### src/hw/rtl/ijce_pkg.sv
// Package for the intake jam and color eject controller.
// Holds the tick constants, item layouts, mode and register codes, and drive helpers.
// No dependencies.
package ijce_pkg;

  localparam int unsigned TICK_MS     = 3;
  localparam int unsigned SPEED_LIMIT = 1000;

  localparam int unsigned TIMER_W = 9;
  localparam int unsigned STALL_W = 7;

  localparam logic [TIMER_W-1:0] TICK_T           = TIMER_W'(TICK_MS);
  localparam logic [STALL_W-1:0] TICK_S           = STALL_W'(TICK_MS);
  localparam logic [TIMER_W-1:0] STARTUP_GRACE_MS = 9'd150;
  localparam logic [TIMER_W-1:0] RECOVER_GRACE_MS = 9'd100;
  localparam logic [TIMER_W-1:0] EJECT_MS         = 9'd150;
  localparam logic [TIMER_W-1:0] REVERSE_MS       = 9'd100;
  localparam logic [STALL_W-1:0] STALL_LIMIT_MS   = 7'd50;

  localparam logic [7:0] PROX_MIN      = 8'd40;
  localparam logic [8:0] HUE_RED_LO    = 9'd30;
  localparam logic [8:0] HUE_RED_HI    = 9'd340;
  localparam logic [8:0] HUE_BLUE_LO   = 9'd120;
  localparam logic [8:0] HUE_BLUE_HI   = 9'd270;

  localparam logic signed [11:0] SPEED_MAX   = 12'(SPEED_LIMIT);
  localparam logic signed [11:0] SPEED_MIN   = -12'(SPEED_LIMIT);
  localparam logic signed [11:0] REV_SPEED   = 12'sd100;
  localparam logic signed [19:0] MV_PER_UNIT = 20'sd120;
  localparam logic signed [19:0] MV_SAT_HI   = 20'sd131071;
  localparam logic signed [19:0] MV_SAT_LO   = -20'sd131071;

  localparam int unsigned IN_DATA_W  = 80;
  localparam int unsigned OUT_DATA_W = 40;

  typedef enum logic [1:0] {
    MODE_NORMAL  = 2'd0,
    MODE_EJECT   = 2'd1,
    MODE_REVERSE = 2'd2
  } drive_mode_e;

  typedef enum logic [1:0] {
    CFG_COLOR_SORT  = 2'd0,
    CFG_KEEP_RED    = 2'd1,
    CFG_JAM_RECOVER = 2'd2
  } cfg_reg_e;

  // Packed from the top bit down; the first field sits in the highest bits.
  typedef struct packed {
    logic              sensor_present;
    logic [7:0]        proximity;
    logic [8:0]        hue_deg;
    logic signed [10:0] bottom_velocity;
    logic signed [10:0] top_velocity;
    logic              mid_goal_mode;
    logic              unloading_mode;
    logic signed [11:0] cmd_power;
    logic signed [11:0] bottom_cmd_speed;
    logic signed [11:0] top_cmd_speed;
  } in_item_t;

  typedef struct packed {
    drive_mode_e        drive_mode;
    logic               descore_valve;
    logic signed [17:0] bottom_drive_mv;
    logic signed [17:0] top_drive_mv;
  } out_item_t;

  function automatic logic [TIMER_W-1:0] dec_timer(input logic [TIMER_W-1:0] t);
    return (t < TICK_T) ? '0 : t - TICK_T;
  endfunction

  function automatic logic is_stalled(input logic signed [11:0] spd,
                                      input logic signed [10:0] vel);
    logic signed [15:0] v10;
    logic signed [15:0] s16;
    v10 = (16'(vel) <<< 3) + (16'(vel) <<< 1);
    s16 = 16'(spd);
    if (spd > 12'sd0) return v10 < s16;
    if (spd < 12'sd0) return v10 > s16;
    return 1'b0;
  endfunction

  function automatic logic signed [17:0] drive_mv(input logic signed [11:0] spd);
    logic signed [11:0] c;
    logic signed [19:0] p;
    c = spd;
    if (spd > SPEED_MAX) c = SPEED_MAX;
    if (spd < SPEED_MIN) c = SPEED_MIN;
    p = 20'(c) * MV_PER_UNIT;
    if (p > MV_SAT_HI) p = MV_SAT_HI;
    if (p < MV_SAT_LO) p = MV_SAT_LO;
    return 18'(p);
  endfunction

  function automatic logic signed [11:0] reverse_speed(input logic signed [11:0] spd);
    if (spd > 12'sd0) return -REV_SPEED;
    if (spd < 12'sd0) return REV_SPEED;
    return 12'sd0;
  endfunction

endpackage

### src/hw/rtl/intake_jam_and_color_eject_control.sv
// Intake roller controller: jam recovery and wrong-color ejection, one transaction per tick.
// Depends on ijce_pkg.
//
// Each input transaction is one control tick. It is held in an input register, evaluated
// combinationally against the timers, stall accumulator and previous power, and the drive
// command lands in an output register. Sustained rate is one tick per clock cycle while the
// output is not back-pressured; a result passes through the input and output registers.
// Throughput is set by the single state update per tick and by output back-pressure.
// Configuration writes take effect on the next tick evaluated.
module intake_jam_and_color_eject_control (
  input  logic                              clk_i,
  input  logic                              rst_ni,
  input  logic                              s_axis_tvalid,
  output logic                              s_axis_tready,
  // top_cmd_speed, bottom_cmd_speed, cmd_power, unloading_mode, mid_goal_mode,
  // top_velocity, bottom_velocity, hue_deg, proximity, sensor_present, zero pad
  input  logic [ijce_pkg::IN_DATA_W-1:0]    s_axis_tdata,
  output logic                              m_axis_tvalid,
  input  logic                              m_axis_tready,
  // top_drive_mv, bottom_drive_mv, descore_valve, drive_mode, zero pad
  output logic [ijce_pkg::OUT_DATA_W-1:0]   m_axis_tdata,
  input  logic                              cfg_valid_i,
  output logic                              cfg_ready_o,
  input  logic [1:0]                        cfg_index_i,
  input  logic                              cfg_wdata_i
);
  import ijce_pkg::*;

  logic                 color_en_q, keep_red_q, jam_en_q;
  logic                 in_v_q, out_v_q;
  in_item_t             in_q;
  out_item_t            out_q, out_d;
  logic [TIMER_W-1:0]   startup_q, startup_d, eject_q, eject_d, reverse_q, reverse_d;
  logic [STALL_W-1:0]   stall_q, stall_d;
  logic signed [11:0]   last_power_q;
  logic                 valve_q, valve_d;
  logic                 advance, accept;

  assign advance       = in_v_q && (!out_v_q || m_axis_tready);
  assign s_axis_tready = !in_v_q || advance;
  assign accept        = s_axis_tvalid && s_axis_tready;
  assign cfg_ready_o   = 1'b1;
  assign m_axis_tvalid = out_v_q;
  assign m_axis_tdata  = OUT_DATA_W'(out_q);

  always_ff @(posedge clk_i or negedge rst_ni) begin
    if (!rst_ni) begin
      color_en_q <= 1'b1;
      keep_red_q <= 1'b1;
      jam_en_q   <= 1'b1;
    end else if (cfg_valid_i) begin
      unique case (cfg_reg_e'(cfg_index_i))
        CFG_COLOR_SORT:  color_en_q <= cfg_wdata_i;
        CFG_KEEP_RED:    keep_red_q <= cfg_wdata_i;
        CFG_JAM_RECOVER: jam_en_q   <= cfg_wdata_i;
        default: ;
      endcase
    end
  end

  always_ff @(posedge clk_i or negedge rst_ni) begin
    if (!rst_ni) begin
      in_v_q <= 1'b0;
    end else if (accept) begin
      in_v_q <= 1'b1;
    end else if (advance) begin
      in_v_q <= 1'b0;
    end
  end

  always_ff @(posedge clk_i) begin
    if (accept) begin
      in_q <= in_item_t'(s_axis_tdata[$bits(in_item_t)-1:0]);
    end
  end

  always_comb begin
    logic red, blue, wrong;
    startup_d = startup_q;
    eject_d   = eject_q;
    reverse_d = reverse_q;
    stall_d   = stall_q;
    valve_d   = valve_q;
    red   = (in_q.hue_deg < HUE_RED_LO) || (in_q.hue_deg > HUE_RED_HI);
    blue  = (in_q.hue_deg > HUE_BLUE_LO) && (in_q.hue_deg < HUE_BLUE_HI);
    wrong = (red && !keep_red_q) || (blue && keep_red_q);

    if (startup_q == '0) begin
      if (color_en_q && !in_q.unloading_mode && in_q.proximity >= PROX_MIN &&
          in_q.sensor_present && wrong) begin
        eject_d = EJECT_MS;
      end
      if (jam_en_q) begin
        if (reverse_q == '0 && (is_stalled(in_q.top_cmd_speed, in_q.top_velocity) ||
            is_stalled(in_q.bottom_cmd_speed, in_q.bottom_velocity))) begin
          stall_d = stall_q + TICK_S;
        end else begin
          stall_d = '0;
        end
        if (stall_d > STALL_LIMIT_MS) begin
          reverse_d = REVERSE_MS;
          stall_d   = '0;
        end
      end
    end else begin
      startup_d = dec_timer(startup_q);
    end

    if (last_power_q == 12'sd0 && in_q.cmd_power > 12'sd0) begin
      startup_d = STARTUP_GRACE_MS;
    end

    if (eject_d != '0) begin
      reverse_d              = TIMER_W'(1);
      startup_d              = '0;
      eject_d                = dec_timer(eject_d);
      out_d.top_drive_mv     = drive_mv(SPEED_MAX);
      out_d.bottom_drive_mv  = drive_mv(in_q.bottom_cmd_speed);
      out_d.drive_mode       = MODE_EJECT;
    end else if (reverse_d != '0) begin
      startup_d              = RECOVER_GRACE_MS;
      reverse_d              = dec_timer(reverse_d);
      out_d.top_drive_mv     = drive_mv(reverse_speed(in_q.top_cmd_speed));
      out_d.bottom_drive_mv  = drive_mv(reverse_speed(in_q.bottom_cmd_speed));
      out_d.drive_mode       = MODE_REVERSE;
    end else begin
      out_d.top_drive_mv     = drive_mv(in_q.top_cmd_speed);
      out_d.bottom_drive_mv  = drive_mv(in_q.bottom_cmd_speed);
      valve_d                = in_q.mid_goal_mode;
      out_d.drive_mode       = MODE_NORMAL;
    end
    out_d.descore_valve = valve_d;
  end

  always_ff @(posedge clk_i or negedge rst_ni) begin
    if (!rst_ni) begin
      startup_q    <= '0;
      eject_q      <= '0;
      reverse_q    <= '0;
      stall_q      <= '0;
      last_power_q <= '0;
      valve_q      <= 1'b0;
    end else if (advance) begin
      startup_q    <= startup_d;
      eject_q      <= eject_d;
      reverse_q    <= reverse_d;
      stall_q      <= stall_d;
      last_power_q <= in_q.cmd_power;
      valve_q      <= valve_d;
    end
  end

  always_ff @(posedge clk_i or negedge rst_ni) begin
    if (!rst_ni) begin
      out_v_q <= 1'b0;
    end else if (advance) begin
      out_v_q <= 1'b1;
    end else if (m_axis_tready) begin
      out_v_q <= 1'b0;
    end
  end

  always_ff @(posedge clk_i) begin
    if (advance) begin
      out_q <= out_d;
    end
  end

  a_stall_bounded: assert property (@(posedge clk_i) disable iff (!rst_ni)
    stall_q <= STALL_LIMIT_MS)
    else $error("stall accumulator above limit");

  a_eject_bounded: assert property (@(posedge clk_i) disable iff (!rst_ni)
    eject_q <= EJECT_MS && reverse_q <= REVERSE_MS)
    else $error("eject or reverse timer out of range");

  a_eject_then_reverse: assert property (@(posedge clk_i) disable iff (!rst_ni)
    (advance && out_d.drive_mode == MODE_EJECT) |=> (reverse_q == TIMER_W'(1)
      && startup_q == '0))
    else $error("eject tick did not arm one reverse tick");

  a_reverse_grace: assert property (@(posedge clk_i) disable iff (!rst_ni)
    (advance && out_d.drive_mode == MODE_REVERSE) |=> startup_q == RECOVER_GRACE_MS)
    else $error("reverse tick did not set recovery grace");

  a_stall_only_full: assert property (@(posedge clk_i) disable iff (!rst_ni)
    !s_axis_tready |-> (in_v_q && out_v_q && !m_axis_tready))
    else $error("input stalled while a stage was free");

endmodule

### config.mk
export PLATFORM = sky130hd
export DESIGN_NAME = intake_jam_and_color_eject_control
export DESIGN_NICKNAME = d
export VERILOG_FILES = /design/src/hw/rtl/ijce_pkg.sv /design/src/hw/rtl/intake_jam_and_color_eject_control.sv
export SDC_FILE = /design/constraint.sdc
export NUM_CORES = 1
export LEC_CHECK = 0
export BUFFER_PORTS_ARGS = -buffer_cell sky130_fd_sc_hd__buf_2
export CORE_AREA = 5 5 142 144
export DETAILED_ROUTE_END_ITERATION = 16
export DIE_AREA = 0 0 147 149
export GPL_ROUTABILITY_DRIVEN = 1
export PLACE_DENSITY = 0.86
export REMOVE_ABC_BUFFERS = 1
export SETUP_SLACK_MARGIN = 0.1
export SLEW_MARGIN = 20
export SYNTH_ARGS = -nofsm -noshare
export SYNTH_HDL_FRONTEND = slang
export SYNTH_SLANG_ARGS = --single-unit
### constraint.sdc
create_clock -name clk_i -period 11.9 [get_ports clk_i]
set_clock_uncertainty 0.05 [all_clocks]
set_input_delay 1.785 -clock clk_i [delete_from_list [all_inputs] [get_ports clk_i]]
set_output_delay 1.785 -clock clk_i [all_outputs]
set_load 0.05 [all_outputs]
# Word-level counts from Yosys, hierarchy flattened
# Cells that the tools add are included.
# totals
latchBits	0
ff_bits	169
mem_bits_ro	0
in_bits	88
word_cells	220
ram_bits	0
memories	0
# classes
multipliers	5
div_mod_pow	0
n_lt_le_gt_ge	36
n_shift	0
bitwise	0
eq_ne	3
reduce_logical	33
mux	112
add_sub_neg	6
# op_table
cell	count
2-to-1 mux 12 bit	29
2-to-1 mux 20 bit	14
2-to-1 mux 9 bit	15
greater-than comparator 20 x 18 -> 1 bit (second input constant)	5
< comparator 20 x 18 -> 1 bit (second input constant)	5
2-to-1 mux 18 bit	5
multiplier 12 x 5 -> 17 bit (second input constant)	5
2-to-1 mux 36 bit	2
greater-than comparator 12 x 11 -> 1 bit (second input constant)	4
< comparator 12 x 11 -> 1 bit (second input constant)	4
2-to-1 mux 1 bit	42
greater-than comparator 12 x 1 -> 1 bit (second input constant)	3
adder 14 x 12 -> 15 bit	2
greater-than comparator 15 x 12 -> 1 bit	2
< comparator 15 x 12 -> 1 bit	2
2-to-1 mux 7 bit	4
< comparator 9 x 2 -> 1 bit (second input constant)	3
subtractor 9 x 2 -> 9 bit (second input constant)	3
< comparator 12 x 1 -> 1 bit (second input constant)	2
logical NOT 9 bit	2
nonzero test 9 bit	2
logical NOT 12 bit	1
logical AND 1 bit	11
greater-than comparator 9 x 7 -> 1 bit (second input constant)	1
other kinds (16)	27

# Depth between registers and ports, before layout
# depth
ltp_word	44
depth_mapped	31
mapped_depth_nobuf	28

# Least setup slack after synthesis
# No wires, ideal clock.
# synth_timing
path_kind	register -> register
startpoint	register in_q[18] (netlist bit)
endpoint	register out_q (netlist bit m_axis_tdata[33]) (data pin)
arrival_ns	7.178
n_path_buf	3
setup_time_ns	0.267
period_less_slack_ns	7.495
slack_ns	4.405
path_stages_with_launch	31
required_time_ns	11.583
path_cell_list	edfxtp_1 buf_2 nor3_1 and3_1 o21ai_1 nor2b_1 and2_1 inv_1 ha_1 ha_1 xnor2_1 fa_1 inv_1 ha_1 or3_1 o311ai_1 nand2_1 a31oi_1 xnor2_1 or3_1 ha_1 clkbuf_1 nor2_1 nand2_1 or4b_2 a2111oi_0 nand4_1 o2111ai_1 xnor2_1 clkbuf_1 o31ai_1
# synth_lines
item	line	text
start: declaration	intake_jam_and_color_eject_control.sv:31	in_item_t in_q;
start signal: assignment	intake_jam_and_color_eject_control.sv:73	in_q <= in_item_t'(s_axis_tdata[$bits(in_item_t)-1:0]);
end signal: assignment	intake_jam_and_color_eject_control.sv:165	out_q <= out_d;
end: declaration	intake_jam_and_color_eject_control.sv:32	out_item_t out_q, out_d;

==> results.yml <==
routing:
  wl_per_cell_um: 16.3
  drc: 0
  routed_wl_um: 25700
  drtPass1Iterations: 5
  ant_nets: 0
  dr_total_vias: 9389
  drt_iter0_drc: 697
  via_per_inst: 5.97
setup_path:
  crit_top_cell: "ha_1"
  worst_setup_path_end_kind: "register"
  cp-start-kind: "register"
  worstSetupPathType: "reg -> reg"
  r2r_slack_ns: 3.24
  worstSetupStartpoint: "in_q[23]"
  r2r_start: "in_q[23]"
  crit_slowest_cell: "edfxtp_1"
  cp.arrival_ns: 8.83
  crit_fanout: 21
  critical-path-max-stage-delay_ns: 0.87
  reg2reg_depth: 27
  crit_end: "m_axis_tdata[23]"
  r2r-end: "m_axis_tdata[23]"
  required_ns: 12.07
clocking:
  hold_buffers: 0
  path_clk_slew_ns: 0.08
  htreeDepth: 4
  clock_sinks: 164
  postCtsSetupBuffers: 0
  tritoncts: "done"
  cts_made_buffers: 17
  clkLatencyLatePin_ns: 0.44
  cts_repair_resize_count: 0
  clock-root-buffer: "clkbuf_16"
  clockBufferDepth: 2
placement:
  post-place-ws_ns: 3.26
  gp_congestion: 0.929
  dpl_cell_area_um2: 12700
  io_buffer_count: 123
  dp_hpwl_um: 19000
yosys:
  ys_types: 84
  synth_area_per_cell_um2: 9.78
  yosysMostFrequentCell: "inv_1"
  syn_area_um2: 11900
  synth_top_cells_by_area: "edfxtp_1 28%, ha_1 12%, dfrtp_1 10%, fa_1 5.7%, inv_1 4.3%"
  ys_seq_elements: 164
  synth_top_area_share_pct: 28.3
  yosys.area.top_type: "edfxtp_1"
  synth.top_cells.by_count: "137 x inv_1, 118 x ha_1, 117 x nand2_1, 112 x edfxtp_1, 76 x a21oi_1"
  ys_seq_area_share_pct: 39.3
  ys.warnings.count: 0
  synth_edf_count: 112
  postSynth.asyncResetShare_pct: 31.7
  syn_inst: 1213
  ys.flop_type: "edfxtp_1"
cells_and_area:
  diodes: 0
  final_design_area_no_fill_um2: 13300
  fin_nets: 1567
  drive_gt1_share_pct: 14.3
  syn2layout_area_growth_pct: 12.0
min_path:
  hold_class: "reg -> reg"
die:
  coreArea_um2: 18600
  num_rows: 50
  die_width_um: 147
  die_y_um: 149
  start_util_pct: 63.9
  fp.dieArea_um2: 21900
  io_pins: 131
global_routing:
  grt_pass1_vias: 9385
  grt_pass1_wl_um: 43400
  globalRouteOverflowTotal: 0
  grt_max_degree: 76
  gr-usage-all-layers_pct: 24.0
  antenna_found_initial: 0
sta:
  setup_ws_ns: 3.24
  worst_pin_slew_ns: 0.969
  fin_setup_tns_ns: 0
  relSlewSlack_pct: 35.4
  finalHoldViolCount: 0
  fmax_mhz: 116
  min_period_over_period_pct: 72.7
  fin_crit_ns: 8.66
  setup_viol: 0
  drv_slew: 0
  rsz0062_at_grt: "false"
pwr:
  total_power_mw: 2.87
  vdd_drop_max_v: 0.000110
  powerDensity_nw_per_um2: 216
  p_leak_nw: 6.02
outcome:
  status: "complete, no violations"
flow_run:
  timing.max_cap.violations: 0
-- how the worst min path moves through the flow --
stage                     slack [ns]             from               to  cells after the start
after floorplan                 0.39  last_power_q[7]  last_power_q[7]                      2
after global placement          0.40  last_power_q[7]  last_power_q[7]                      2
after detailed placement        0.41  last_power_q[4]  last_power_q[4]                      2
after CTS                       0.43         in_q[26]  last_power_q[2]                      2
after global routing            0.44         in_q[26]  last_power_q[2]                      2
final                           0.43  last_power_q[3]  last_power_q[3]                      2
-- layer usage --
layer	track usage (%)	up-vias	routed length [um]
met5	0	-	0
met4	7.13	0	459
met3	4.80	48	1560
met2	41.3	303	12700
met1	31.0	4454	10900
li1	-	4584	-
-- placed cells by master, fill, tap and decap left out, types with 22 or more instances in the layout --
cell	netlist	routed
inv_1	137	137
buf_2	4	123
ha_1	118	118
nand2_1	117	117
edfxtp_1	112	112
a21oi_1	76	76
nor2_1	68	68
o21ai_0	60	60
dfrtp_1	49	49
xnor2_1	37	36
fa_1	34	34
nor3_1	30	30
o31ai_1	25	25
nand3_1	22	22
-- area by class of cell --
class	instances	area, um2
fill	1301	5290
inverter	139	522
tap	234	293
timing repair buffer	128	653
clock inverter	15	196
clock buffer	17	425
sequential	164	4670
multi-input combinational	877	6530
-- per-stage QoR --
stage                     instances  utilization, %  hold WS, ns
after floorplan                1180               -        0.387
after global placement         1542            68.1        0.402
after detailed placement       1542            68.1        0.405
after CTS                      1574            71.5        0.428
after global routing           1574            71.5        0.445
final                          1574            71.5        0.432
-- state kept, by name, indices dropped and copies added, names as in the netlist, named ones only --
name	count
color_en_q	1
eject_q	9
in_q	75
in_v_q	1
jam_en_q	1
keep_red_q	1
last_power_q	12
m_axis_tdata	36
m_axis_tvalid	1
reverse_q	9
stall_q	7
startup_q	9
valve_q	1
-- kinds of logic (layout without fill, tap and decap cells) --
family / count (synthesis) / after routing / share of synthesized area [%]
AND/OR/NAND/NOR: 360 / 360 / 15.1
AO/OA/AOI/OAI: 296 / 296 / 16.4
buffers and inverters: 172 / 299 / 5.71
flip-flops: 164 / 164 / 39.3
adder cells (fa/ha/maj): 152 / 152 / 18.2
XOR/XNOR: 57 / 57 / 4.21
multiplexers: 10 / 10 / 0.928
other: 2 / 2 / 0.0633
-- power breakdown --
part / switching, mW / internal [mW] / total, mW
Sequential: 0.0653 / 0.741 / 0.807
Combinational: 0.940 / 0.543 / 1.48
Clock: 0.287 / 0.289 / 0.576
Total: 1.29 / 1.57 / 2.87
-- worst max-delay path: cells and delay by family, from the launching register on --
| family | cells | cell delay [ns] |
|---|---|---|
| xor+xnor | 3 | 0.51 |
| compound gates | 6 | 1.92 |
| buf+inv | 3 | 0.23 |
| fa+ha+maj | 5 | 1.87 |
| simple gates | 10 | 2.96 |
| flops | 1 | 0.87 |
No activity file was read; power rests on OpenSTA's default activity.
